===== src/sv/diameter_length_deframer_defines.svh =====
// Assertion macros for the Diameter length deframer.
`ifndef DIAMETER_LENGTH_DEFRAMER_DEFINES_SVH
`define DIAMETER_LENGTH_DEFRAMER_DEFINES_SVH

// Same-cycle implication, sampled on clk, off during reset.
`define DLD_ASSERT_NOW(label, ante, cons) \
    label: assert property (@(posedge clk) disable iff (!rst_n) (ante) |-> (cons)) \
        else $error("deframer check failed");

// Next-cycle implication, sampled on clk, off during reset.
`define DLD_ASSERT_NEXT(label, ante, cons) \
    label: assert property (@(posedge clk) disable iff (!rst_n) (ante) |=> (cons)) \
        else $error("deframer sequence check failed");

`endif


===== src/sv/dld_pkg.sv =====
// Types and constants shared by the Diameter length deframer files.
`timescale 1ns / 1ps
package dld_pkg;

    localparam int BYTE_W    = 8;
    localparam int LEN_W     = 24;
    localparam int CFG_IDX_W = 1;

    localparam logic [LEN_W-1:0] HDR_BYTES      = 24'd4;
    localparam logic [LEN_W-1:0] MIN_LENGTH_RST = 24'd20;
    localparam logic [LEN_W-1:0] MAX_LENGTH_RST = 24'd65536;

    localparam logic [CFG_IDX_W-1:0] REG_MIN_LENGTH = 1'd0;
    localparam logic [CFG_IDX_W-1:0] REG_MAX_LENGTH = 1'd1;

    typedef struct packed {
        logic [LEN_W-1:0] min_length;
        logic [LEN_W-1:0] max_length;
    } dld_cfg_t;

    typedef struct packed {
        logic [BYTE_W-1:0] out_byte;
        logic [LEN_W-1:0]  byte_offset;
        logic              frame_start;
        logic              frame_last;
        logic              length_error;
    } dld_result_t;

endpackage


===== src/sv/dld_if.sv =====
// Stream channel interfaces: byte input and framed byte output.
`timescale 1ns / 1ps
interface dld_in_if;
    logic                       valid;
    logic                       ready;
    logic [dld_pkg::BYTE_W-1:0] data_byte;

    modport source (output valid, output data_byte, input ready);
    modport sink   (input valid, input data_byte, output ready);
endinterface

interface dld_out_if;
    logic                       valid;
    logic                       ready;
    logic [dld_pkg::BYTE_W-1:0] out_byte;
    logic [dld_pkg::LEN_W-1:0]  byte_offset;
    logic                       frame_start;
    logic                       frame_last;
    logic                       length_error;

    modport source (output valid, output out_byte, output byte_offset, output frame_start,
                    output frame_last, output length_error, input ready);
    modport sink   (input valid, input out_byte, input byte_offset, input frame_start,
                    input frame_last, input length_error, output ready);
endinterface


===== src/sv/dld_cfg.sv =====
// Length limit registers behind the plain write port.
`timescale 1ns / 1ps
module dld_cfg (
    input  logic                          clk,
    input  logic                          rst_n,
    input  logic                          cfg_we,
    input  logic [dld_pkg::CFG_IDX_W-1:0] cfg_index,
    input  logic [dld_pkg::LEN_W-1:0]     cfg_wdata,
    output dld_pkg::dld_cfg_t             cfg
);

    dld_pkg::dld_cfg_t cfg_reg;
    dld_pkg::dld_cfg_t cfg_next;

    always_comb
    begin
        cfg_next = cfg_reg;
        if (cfg_we)
        begin
            case (cfg_index)
                dld_pkg::REG_MIN_LENGTH: cfg_next.min_length = cfg_wdata;
                dld_pkg::REG_MAX_LENGTH: cfg_next.max_length = cfg_wdata;
                default: cfg_next = cfg_reg;
            endcase
        end
    end

    always_ff @(posedge clk or negedge rst_n)
    begin
        if (!rst_n)
        begin
            cfg_reg.min_length <= dld_pkg::MIN_LENGTH_RST;
            cfg_reg.max_length <= dld_pkg::MAX_LENGTH_RST;
        end
        else
        begin
            cfg_reg <= cfg_next;
        end
    end

    assign cfg = cfg_reg;

endmodule


===== src/sv/dld_parser.sv =====
// Header collection, length check and per-byte framing state.
`timescale 1ns / 1ps
module dld_parser (
    input  logic                       clk,
    input  logic                       rst_n,
    input  logic                       step,
    input  logic [dld_pkg::BYTE_W-1:0] data_byte,
    input  dld_pkg::dld_cfg_t          cfg,
    output dld_pkg::dld_result_t       result
);

    localparam int LW = dld_pkg::LEN_W;

    logic          in_body_reg, in_body_next;
    logic [LW-1:0] byte_count_reg, byte_count_next;
    logic [LW-1:0] length_accum_reg, length_accum_next;
    logic [LW-1:0] frame_length_reg, frame_length_next;

    logic [LW-1:0] count_inc;
    logic [LW-1:0] accum_shift;
    logic          start, last, err;

    always_comb
    begin
        count_inc         = byte_count_reg + 1'b1;
        accum_shift       = {length_accum_reg[LW-dld_pkg::BYTE_W-1:0], data_byte};
        in_body_next      = in_body_reg;
        byte_count_next   = byte_count_reg;
        length_accum_next = length_accum_reg;
        frame_length_next = frame_length_reg;
        start             = 1'b0;
        last              = 1'b0;
        err               = 1'b0;

        if (!in_body_reg)
        begin
            start             = (byte_count_reg == '0);
            length_accum_next = accum_shift;
            byte_count_next   = count_inc;
            if (count_inc >= dld_pkg::HDR_BYTES)
            begin
                if (accum_shift < cfg.min_length || accum_shift > cfg.max_length)
                begin
                    err               = 1'b1;
                    byte_count_next   = '0;
                    length_accum_next = '0;
                end
                else if (accum_shift <= dld_pkg::HDR_BYTES)
                begin
                    // whole message fits in the header
                    frame_length_next = accum_shift;
                    last              = 1'b1;
                    byte_count_next   = '0;
                    length_accum_next = '0;
                end
                else
                begin
                    frame_length_next = accum_shift;
                    in_body_next      = 1'b1;
                    byte_count_next   = dld_pkg::HDR_BYTES;
                end
            end
        end
        else
        begin
            byte_count_next = count_inc;
            if (count_inc >= frame_length_reg)
            begin
                last              = 1'b1;
                in_body_next      = 1'b0;
                byte_count_next   = '0;
                length_accum_next = '0;
            end
        end
    end

    always_ff @(posedge clk or negedge rst_n)
    begin
        if (!rst_n)
        begin
            in_body_reg      <= 1'b0;
            byte_count_reg   <= '0;
            length_accum_reg <= '0;
            frame_length_reg <= '0;
        end
        else if (step)
        begin
            in_body_reg      <= in_body_next;
            byte_count_reg   <= byte_count_next;
            length_accum_reg <= length_accum_next;
            frame_length_reg <= frame_length_next;
        end
    end

    assign result.out_byte     = data_byte;
    assign result.byte_offset  = byte_count_reg;
    assign result.frame_start  = start;
    assign result.frame_last   = last;
    assign result.length_error = err;

endmodule


===== src/sv/diameter_length_deframer.sv =====
// Top level of the Diameter length deframer.
// Usage:
//   stream: one byte per beat from the TCP byte stream (valid/ready).
//   frames: one beat per input byte, carrying the byte, its offset in the
//           message, a start flag on header byte 0, a last flag on the byte
//           that completes an accepted message, and length_error on the
//           fourth header byte when the length falls outside the limits.
//   cfg_*:  write port for min_length (index 0) and max_length (index 1);
//           write only while no beats are in flight.
// Path: an accepted byte is held in the input register, then moves to the
//   result register and appears on frames; two register stages (input register, result register).
// Throughput: one byte per cycle, sustained while frames.ready is high; the
//   parser next state is computed combinationally between the two registers.
// Reset: asynchronous, active low; empties both stages, clears the framing
//   state (next byte is header byte 0) and loads the limits 20 and 65536.
// Stall: when frames.ready is low with a beat on frames the result register holds; the input
//   register still takes one more byte, then stream.ready drops until the
//   result beat is taken.
`timescale 1ns / 1ps
`include "diameter_length_deframer_defines.svh"
module diameter_length_deframer (
    input  logic                          clk,
    input  logic                          rst_n,
    dld_in_if.sink                        stream,
    dld_out_if.source                     frames,
    input  logic                          cfg_we,
    input  logic [dld_pkg::CFG_IDX_W-1:0] cfg_index,
    input  logic [dld_pkg::LEN_W-1:0]     cfg_wdata
);

    dld_pkg::dld_cfg_t    cfg;
    dld_pkg::dld_result_t result;
    dld_pkg::dld_result_t result_reg;

    logic                       in_valid_reg, in_valid_next;
    logic [dld_pkg::BYTE_W-1:0] in_byte_reg;
    logic                       out_valid_reg, out_valid_next;
    logic                       advance;
    logic                       step;
    logic                       take;

    dld_cfg u_cfg (
        .clk       (clk),
        .rst_n     (rst_n),
        .cfg_we    (cfg_we),
        .cfg_index (cfg_index),
        .cfg_wdata (cfg_wdata),
        .cfg       (cfg)
    );

    dld_parser u_parser (
        .clk       (clk),
        .rst_n     (rst_n),
        .step      (step),
        .data_byte (in_byte_reg),
        .cfg       (cfg),
        .result    (result)
    );

    always_comb
    begin
        advance        = !out_valid_reg || frames.ready;
        step           = in_valid_reg && advance;
        take           = stream.valid && stream.ready;
        in_valid_next  = take ? 1'b1 : (advance ? 1'b0 : in_valid_reg);
        out_valid_next = advance ? in_valid_reg : out_valid_reg;
    end

    assign stream.ready = !in_valid_reg || advance;

    always_ff @(posedge clk or negedge rst_n)
    begin
        if (!rst_n)
        begin
            in_valid_reg  <= 1'b0;
            out_valid_reg <= 1'b0;
        end
        else
        begin
            in_valid_reg  <= in_valid_next;
            out_valid_reg <= out_valid_next;
        end
    end

    always_ff @(posedge clk)
    begin
        if (take)
        begin
            in_byte_reg <= stream.data_byte;
        end
        if (step)
        begin
            result_reg <= result;
        end
    end

    assign frames.valid        = out_valid_reg;
    assign frames.out_byte     = result_reg.out_byte;
    assign frames.byte_offset  = result_reg.byte_offset;
    assign frames.frame_start  = result_reg.frame_start;
    assign frames.frame_last   = result_reg.frame_last;
    assign frames.length_error = result_reg.length_error;

    `DLD_ASSERT_NOW(a_start_at_zero, frames.valid && frames.frame_start, frames.byte_offset == '0)
    `DLD_ASSERT_NOW(a_err_on_fourth, frames.valid && frames.length_error, frames.byte_offset == 24'd3)
    `DLD_ASSERT_NOW(a_err_not_last, frames.valid && frames.length_error, !frames.frame_last)
    `DLD_ASSERT_NEXT(a_full_stalls, in_valid_reg && out_valid_reg && !frames.ready, in_valid_reg)

endmodule

===== src/flat_wrapper.sv =====
// flat-port wrapper written by rule: the top's interface ports become plain ports
module diameter_length_deframer_flat 
  (clk, rst_n, cfg_we, cfg_index, cfg_wdata, stream_valid, stream_data_byte, stream_ready, frames_valid, frames_out_byte, frames_byte_offset, frames_frame_start, frames_frame_last, frames_length_error, frames_ready);
  dld_in_if stream_i ();
  dld_out_if frames_i ();
  input  logic clk;
  input  logic rst_n;
  input  logic cfg_we;
  input  logic [dld_pkg::CFG_IDX_W-1:0] cfg_index;
  input  logic [dld_pkg::LEN_W-1:0] cfg_wdata;
  input wire logic [$bits(stream_i.valid)-1:0] stream_valid;
  input wire logic [$bits(stream_i.data_byte)-1:0] stream_data_byte;
  output wire logic [$bits(stream_i.ready)-1:0] stream_ready;
  output wire logic [$bits(frames_i.valid)-1:0] frames_valid;
  output wire logic [$bits(frames_i.out_byte)-1:0] frames_out_byte;
  output wire logic [$bits(frames_i.byte_offset)-1:0] frames_byte_offset;
  output wire logic [$bits(frames_i.frame_start)-1:0] frames_frame_start;
  output wire logic [$bits(frames_i.frame_last)-1:0] frames_frame_last;
  output wire logic [$bits(frames_i.length_error)-1:0] frames_length_error;
  input wire logic [$bits(frames_i.ready)-1:0] frames_ready;
  assign stream_i.valid = stream_valid;
  assign stream_i.data_byte = stream_data_byte;
  assign stream_ready = stream_i.ready;
  assign frames_valid = frames_i.valid;
  assign frames_out_byte = frames_i.out_byte;
  assign frames_byte_offset = frames_i.byte_offset;
  assign frames_frame_start = frames_i.frame_start;
  assign frames_frame_last = frames_i.frame_last;
  assign frames_length_error = frames_i.length_error;
  assign frames_i.ready = frames_ready;
  diameter_length_deframer u_core (.clk(clk), .rst_n(rst_n), .stream(stream_i), .frames(frames_i), .cfg_we(cfg_we), .cfg_index(cfg_index), .cfg_wdata(cfg_wdata));
endmodule

===== config.mk =====
export PLATFORM = sky130hd
export DESIGN_NAME = diameter_length_deframer_flat
export DESIGN_NICKNAME = d
export VERILOG_FILES = /design/src/sv/dld_pkg.sv /design/src/sv/dld_if.sv /design/src/sv/dld_cfg.sv /design/src/sv/dld_parser.sv /design/src/sv/diameter_length_deframer.sv /design/src/flat_wrapper.sv
export VERILOG_INCLUDE_DIRS = /design/src /design/src/sv
export SDC_FILE = /design/constraint.sdc
export NUM_CORES = 1
export LEC_CHECK = 0
export BUFFER_PORTS_ARGS = -buffer_cell sky130_fd_sc_hd__buf_2
export CAP_MARGIN = 40
export CORE_MARGIN = 2
export CORE_UTILIZATION = 60
export DETAILED_ROUTE_END_ITERATION = 8
export HOLD_SLACK_MARGIN = 0.02
export PLACE_DENSITY_LB_ADDON = 0.2
export SYNTH_ARGS = -nofsm -noshare
export SYNTH_HDL_FRONTEND = slang
export SYNTH_SLANG_ARGS = --single-unit

===== constraint.sdc =====
create_clock -name clk -period 5.6 [get_ports clk]
set_clock_uncertainty 0.15 [all_clocks]
set_input_delay 1.68 -clock clk [delete_from_list [all_inputs] [get_ports clk]]
set_output_delay 1.68 -clock clk [all_outputs]
set_load 0.02 [all_outputs]

* Yosys cells after proc, flatten, opt, wreduce, memory -nomap -nowiden *
Cells that the tools add are included.

word-level totals
  flip-flop bits (word level) = 158
  input port bits = 38
  output and inout bits = 37
  word-level logic and storage cells = 62

operators by class
  add/sub/neg operators = 1
  order comparisons = 5
  equality and inequality tests = 1
  multiplexer cells = 23
  bitwise logic cells = 4
  reductions and logical operators = 14

operators with widths
  cell                     count
  $mux W16                 5
  $mux W24                 3
  $add A24 B1 Y24 const B  1
  $ge A24 B24 Y1           1
  $ge A24 B3 Y1 const B    1
  $gt A24 B24 Y1           1
  $le A24 B3 Y1 const B    1
  $logic_not A24 Y1        1
  $lt A24 B24 Y1           1
  $mux W1                  13
  $mux W3                  2
  $reduce_and A2 Y1        3
  $not A1 Y1               4
  $reduce_and A4 Y1        1
  $logic_or A1 B1 Y1       3
  $logic_and A1 B1 Y1      2
  $logic_not A1 Y1         2
  $ne A2 B1 Y1 const B     1
  $reduce_bool A2 Y1       1
  $reduce_or A2 Y1         1

* Longest topological paths before layout *
  word-level depth = 5
  depth in mapped cells = 18
  gate-level depth less buffers = 15

* Modules after synthesis *
A second synthesis with hierarchy kept.

unflattened totals
  cells, all modules = 765
  area, all modules = 8884.8 um^2

by module, submodules not included
  module                    instances  cells an instance  area an instance (um^2)  sequential area each (um^2)
  dld_parser                1          611                5500.3                   1626.6
  dld_cfg                   1          103                1989.4                   1204.9
  diameter_length_deframer  1          51                 1395.1                   1341.3

* Worst setup path after synthesis *
Ideal clock, no wire load.

  path type = register to register
  start = register u_core.u_parser.byte_count_reg[6]
  end = register u_core.u_parser.byte_count_reg[18]
  setup time = 0.121 ns
  data arrival time = 4.048 ns
  required time = 5.329 ns
  slack = 1.281 ns
  stages on the path, launching flop included = 17
  buffers on the path = 2
  period minus slack after synthesis = 4.319 ns
  cell sequence = dfrtp_1 > buf_2 > and4_1 > and4_1 > nand2_1 > nor3_1 > and3_1 > xor2_1 > ha_1 > nand4_1 > or4_1 > or3b_2 > nand4_1 > o31a_1 > nor2_4 > buf_6 > a22o_1

between the ends
  longest elaborated chain between the ends = 4
  elaborated cells between the ends (all ways) = 6
  those cells by class = 1 x add/sub; 2 x order compare; 3 x mux

RTL lines
  item                                             line                                RTL
  start, declared                                  dld_parser.sv:15                    logic [LW-1:0] byte_count_reg, byte_count_next;
  start signal, assigned                           dld_parser.sv:89                    byte_count_reg <= byte_count_next;
  $add A24 B1 Y24 *                                dld_parser.sv:25                    count_inc = byte_count_reg + 1'b1;
  $ge A24 B3 Y1 or $ge A24 B24 Y1 (tied branches)  dld_parser.sv:40, dld_parser.sv:67
  $mux W24, on equally long branches               dld_parser.sv:40, dld_parser.sv:67
  $mux W24 *                                       dld_parser.sv:35                    if (!in_body_reg)

Every way passes the cells marked *; elsewhere a longest branch is shown, timed or not.
A chain may end at the register's enable or synchronous reset.

* Worst setup path after layout *
  start = register u_core.u_parser.byte_count_reg[3]
  end = register u_core.u_parser.byte_count_reg[15]

The elaborated chain is that of the path after synthesis.

==> metrics.cfg <==
[clock_network]
clk_latency_ns = 0.43
clk_pin_slew_ns = 0.06
cts_tree = built
cts_resized = 0
cts_root_buf = clkbuf_16
clock_sinks = 158
htree_levels = 4
holdBufCountCts = 0
cts_buffers = 17
cts_setup_buffers = 0
cts.path.max_buffers = 2

[hold_path]
hold_class = flop to flop

[critical_path]
cp-start-kind = flop
crit_fanout = 14
path_class = flop to flop
required_ns = 5.76
cp-end-kind = flop
arrival_ns = 5.24

[detailed_routing]
drt_wl_total_mm = 18.8
ant_nets = 0
vias_per_cell = 5.94
wl_per_cell_microns = 18.2
drt_iter0_drc = 521
vias = 6126
drcViolationCount = 0
drt_first_pass_iters = 5

[pwr]
swShare_pct = 33.3
clkPwrFrac_pct = 29.1
power-per-cell-area_mw_per_mm2 = 403
combPwrFrac_pct = 29.5
seqPwrFrac_pct = 41.4
vdd_drop_max_mv = 0.249
p_int_w = 0.00257
p_leak_nw = 4.50
switchingPower_w = 0.00128

[logic_synthesis]
yosysTopAreaCell = dfrtp_1
synth.top_cell.area_share_pct = 33.1
synth_area_leaders = dfrtp_1 33%, edfxtp_1 15%, ha_1 11%
syn_avg_cell_area_sq_um = 11.0
ys_ff_latch = 158
synth_common_cells = 112 x dfrtp_1, 81 x inv_1, 73 x ha_1
synth_edf_count = 43
syn_area_sq_mm = 0.00848
netlist_instances = 772
ys_types = 59
ys_seq_area_share_pct = 49.2
ys_warn_count = 0
syn-num-nets = 883
yosysMostFrequentCell = dfrtp_1
yosys_most_used_dff = dfrtp_1
ys_async_sr_fraction_pct = 72.8

[layout]
fin_cells = 1032
layout-drive-gt1-share_pct = 20.7
nNetsFinal = 951
fin_area_sq_mm = 0.00954
antenna_cells = 0
synthToLayoutAreaGrowth_pct = 12.6
largest_reg_flops = 48

[timing]
setup_viol = 0
max_freq_mhz = 197
worst_pin_slew_ns = 0.670
period_needed_ns = 5.08
period_share_pct = 90.7
final-hold-violation-count = 0
setup_tns_ns = 0
max_slew_margin_pct = 54.9
slew_viol_final = 0
rsz0062_at_grt = false

[global_route]
grt_max_degree = 48
grtUsageMet1_pct = 34.4
use_met3_pct = 4.69
grt_pass1_wl_mm = 31.5
gr-max-usage-layer = met2
antenna_found_initial = 0
met2_usage_pct = 46.5
grt_pass1_vias = 6236
gr-total-overflow = 0
grt_usage_pct = 27.3

[placement]
port_buffers = 74
gp_congestion = 0.906
hpwlAfterDp_mm = 13.6
dp_cells = 1001
place_area_sq_mm = 0.00898

[die]
die_h_microns = 123
start_util_pct = 61.3
io_pins = 75
die_w_microns = 123
die-area_sq_mm = 0.0151
core_sq_mm = 0.0138
rows = 43

[flow_run]
drv_cap = 0

[outcome]
outcome = completed

==> power by group through the flow <==
stage | logic, W | clock network (W) | registers [W]
floorplan | 0.000821 | 0 | 0.00156
global placement | 0.00106 | 0 | 0.00160
detailed placement | 0.00111 | 0 | 0.00162
CTS | 0.00114 | 0.00113 | 0.00159
global route | 0.00126 | 0.00118 | 0.00162
finish | 0.00114 | 0.00112 | 0.00160
==> layer usage <==
layer	vias to the layer above	part of all wire, %
li1	2925	-
met4	0	3.0
met1	2970	43
met2	183	50
met3	48	4.0
met5	-	0
==> kinds of logic (layout without fill, tap and decap cells) <==
family                   count (synthesis)  count (layout)  share of synthesized area (%)
AO/OA/AOI/OAI                          152             152                           11.9
XOR/XNOR                                24              24                           2.48
adder cells (fa/ha/maj)                 73              73                           10.8
buffers and inverters                  115             195                           5.62
flip-flops                             158             158                           49.2
multiplexers                            51              51                           7.54
AND/OR/NAND/NOR                        199             199                           12.4
==> cell usage in the layout (no fill, tap or decap), types with 14 or more instances in the layout <==
cell / count
o21ai_0: 53
dfrtp_1: 112
nand2_1: 66
mux2_2: 31
mux2_4: 18
xnor2_1: 14
nand3_1: 16
clkbuf_16: 17
a22o_1: 33
nor2_1: 24
edfxtp_1: 43
a21oi_1: 27
buf_2: 73
ha_1: 73
inv_1: 81
nand4_1: 25
==> worst max-delay path, cell delays in order (launching register included) <==
cell and delay, ns:
dfrtp_1 0.48, and4_1 0.43, and4_1 0.29, nand2_1 0.14
nor3_1 0.45, and3_1 0.24, xor2_1 0.09, ha_1 0.32
nand4_1 0.12, or4_1 0.52, or3b_2 0.47, nand4_1 0.27
o31a_1 0.52, nor2_4 0.18, a22o_1 0.28
==> cell type report <==
class | instances | area, sq um
Sequential cell | 158 | 4170
Tap cell | 180 | 225
Fill cell | 1020 | 4280
Multi-Input combinational cell | 499 | 3830
Clock inverter | 11 | 116
Clock buffer | 20 | 447
Timing Repair Buffer | 83 | 448
Inverter | 81 | 304
==> stage by stage <==
step | utilization [%] | setup WS, ns | total power (W) | hold WS (ns)
floorplan | - | 1.28 | 0.00238 | 0.270
global placement | 64.8 | 0.724 | 0.00267 | 0.316
finish | 69.0 | 0.519 | 0.00385 | 0.355
CTS | 69.0 | 0.544 | 0.00387 | 0.353
detailed placement | 64.9 | 0.567 | 0.00273 | 0.343
global route | 69.0 | 0.323 | 0.00406 | 0.367
==> worst paths after layout <==
path,start,end,slack [ns],cells past startpoint
hold reg to reg,u_core.in_valid_reg,u_core.frames.valid,0.35,1
hold / removal,u_core.in_valid_reg,u_core.frames.valid,0.35,1
setup / recovery,u_core.u_parser.byte_count_reg[3],u_core.u_parser.byte_count_reg[15],0.52,14
setup reg to reg,u_core.u_parser.byte_count_reg[3],u_core.u_parser.byte_count_reg[15],0.52,14
max in group asynchronous,rst_n,u_core.u_parser.byte_count_reg[16],3.32,2
min in group asynchronous,rst_n,u_core.u_cfg.cfg[29],1.06,1
Note: power is estimated with default switching activity, not from simulation.
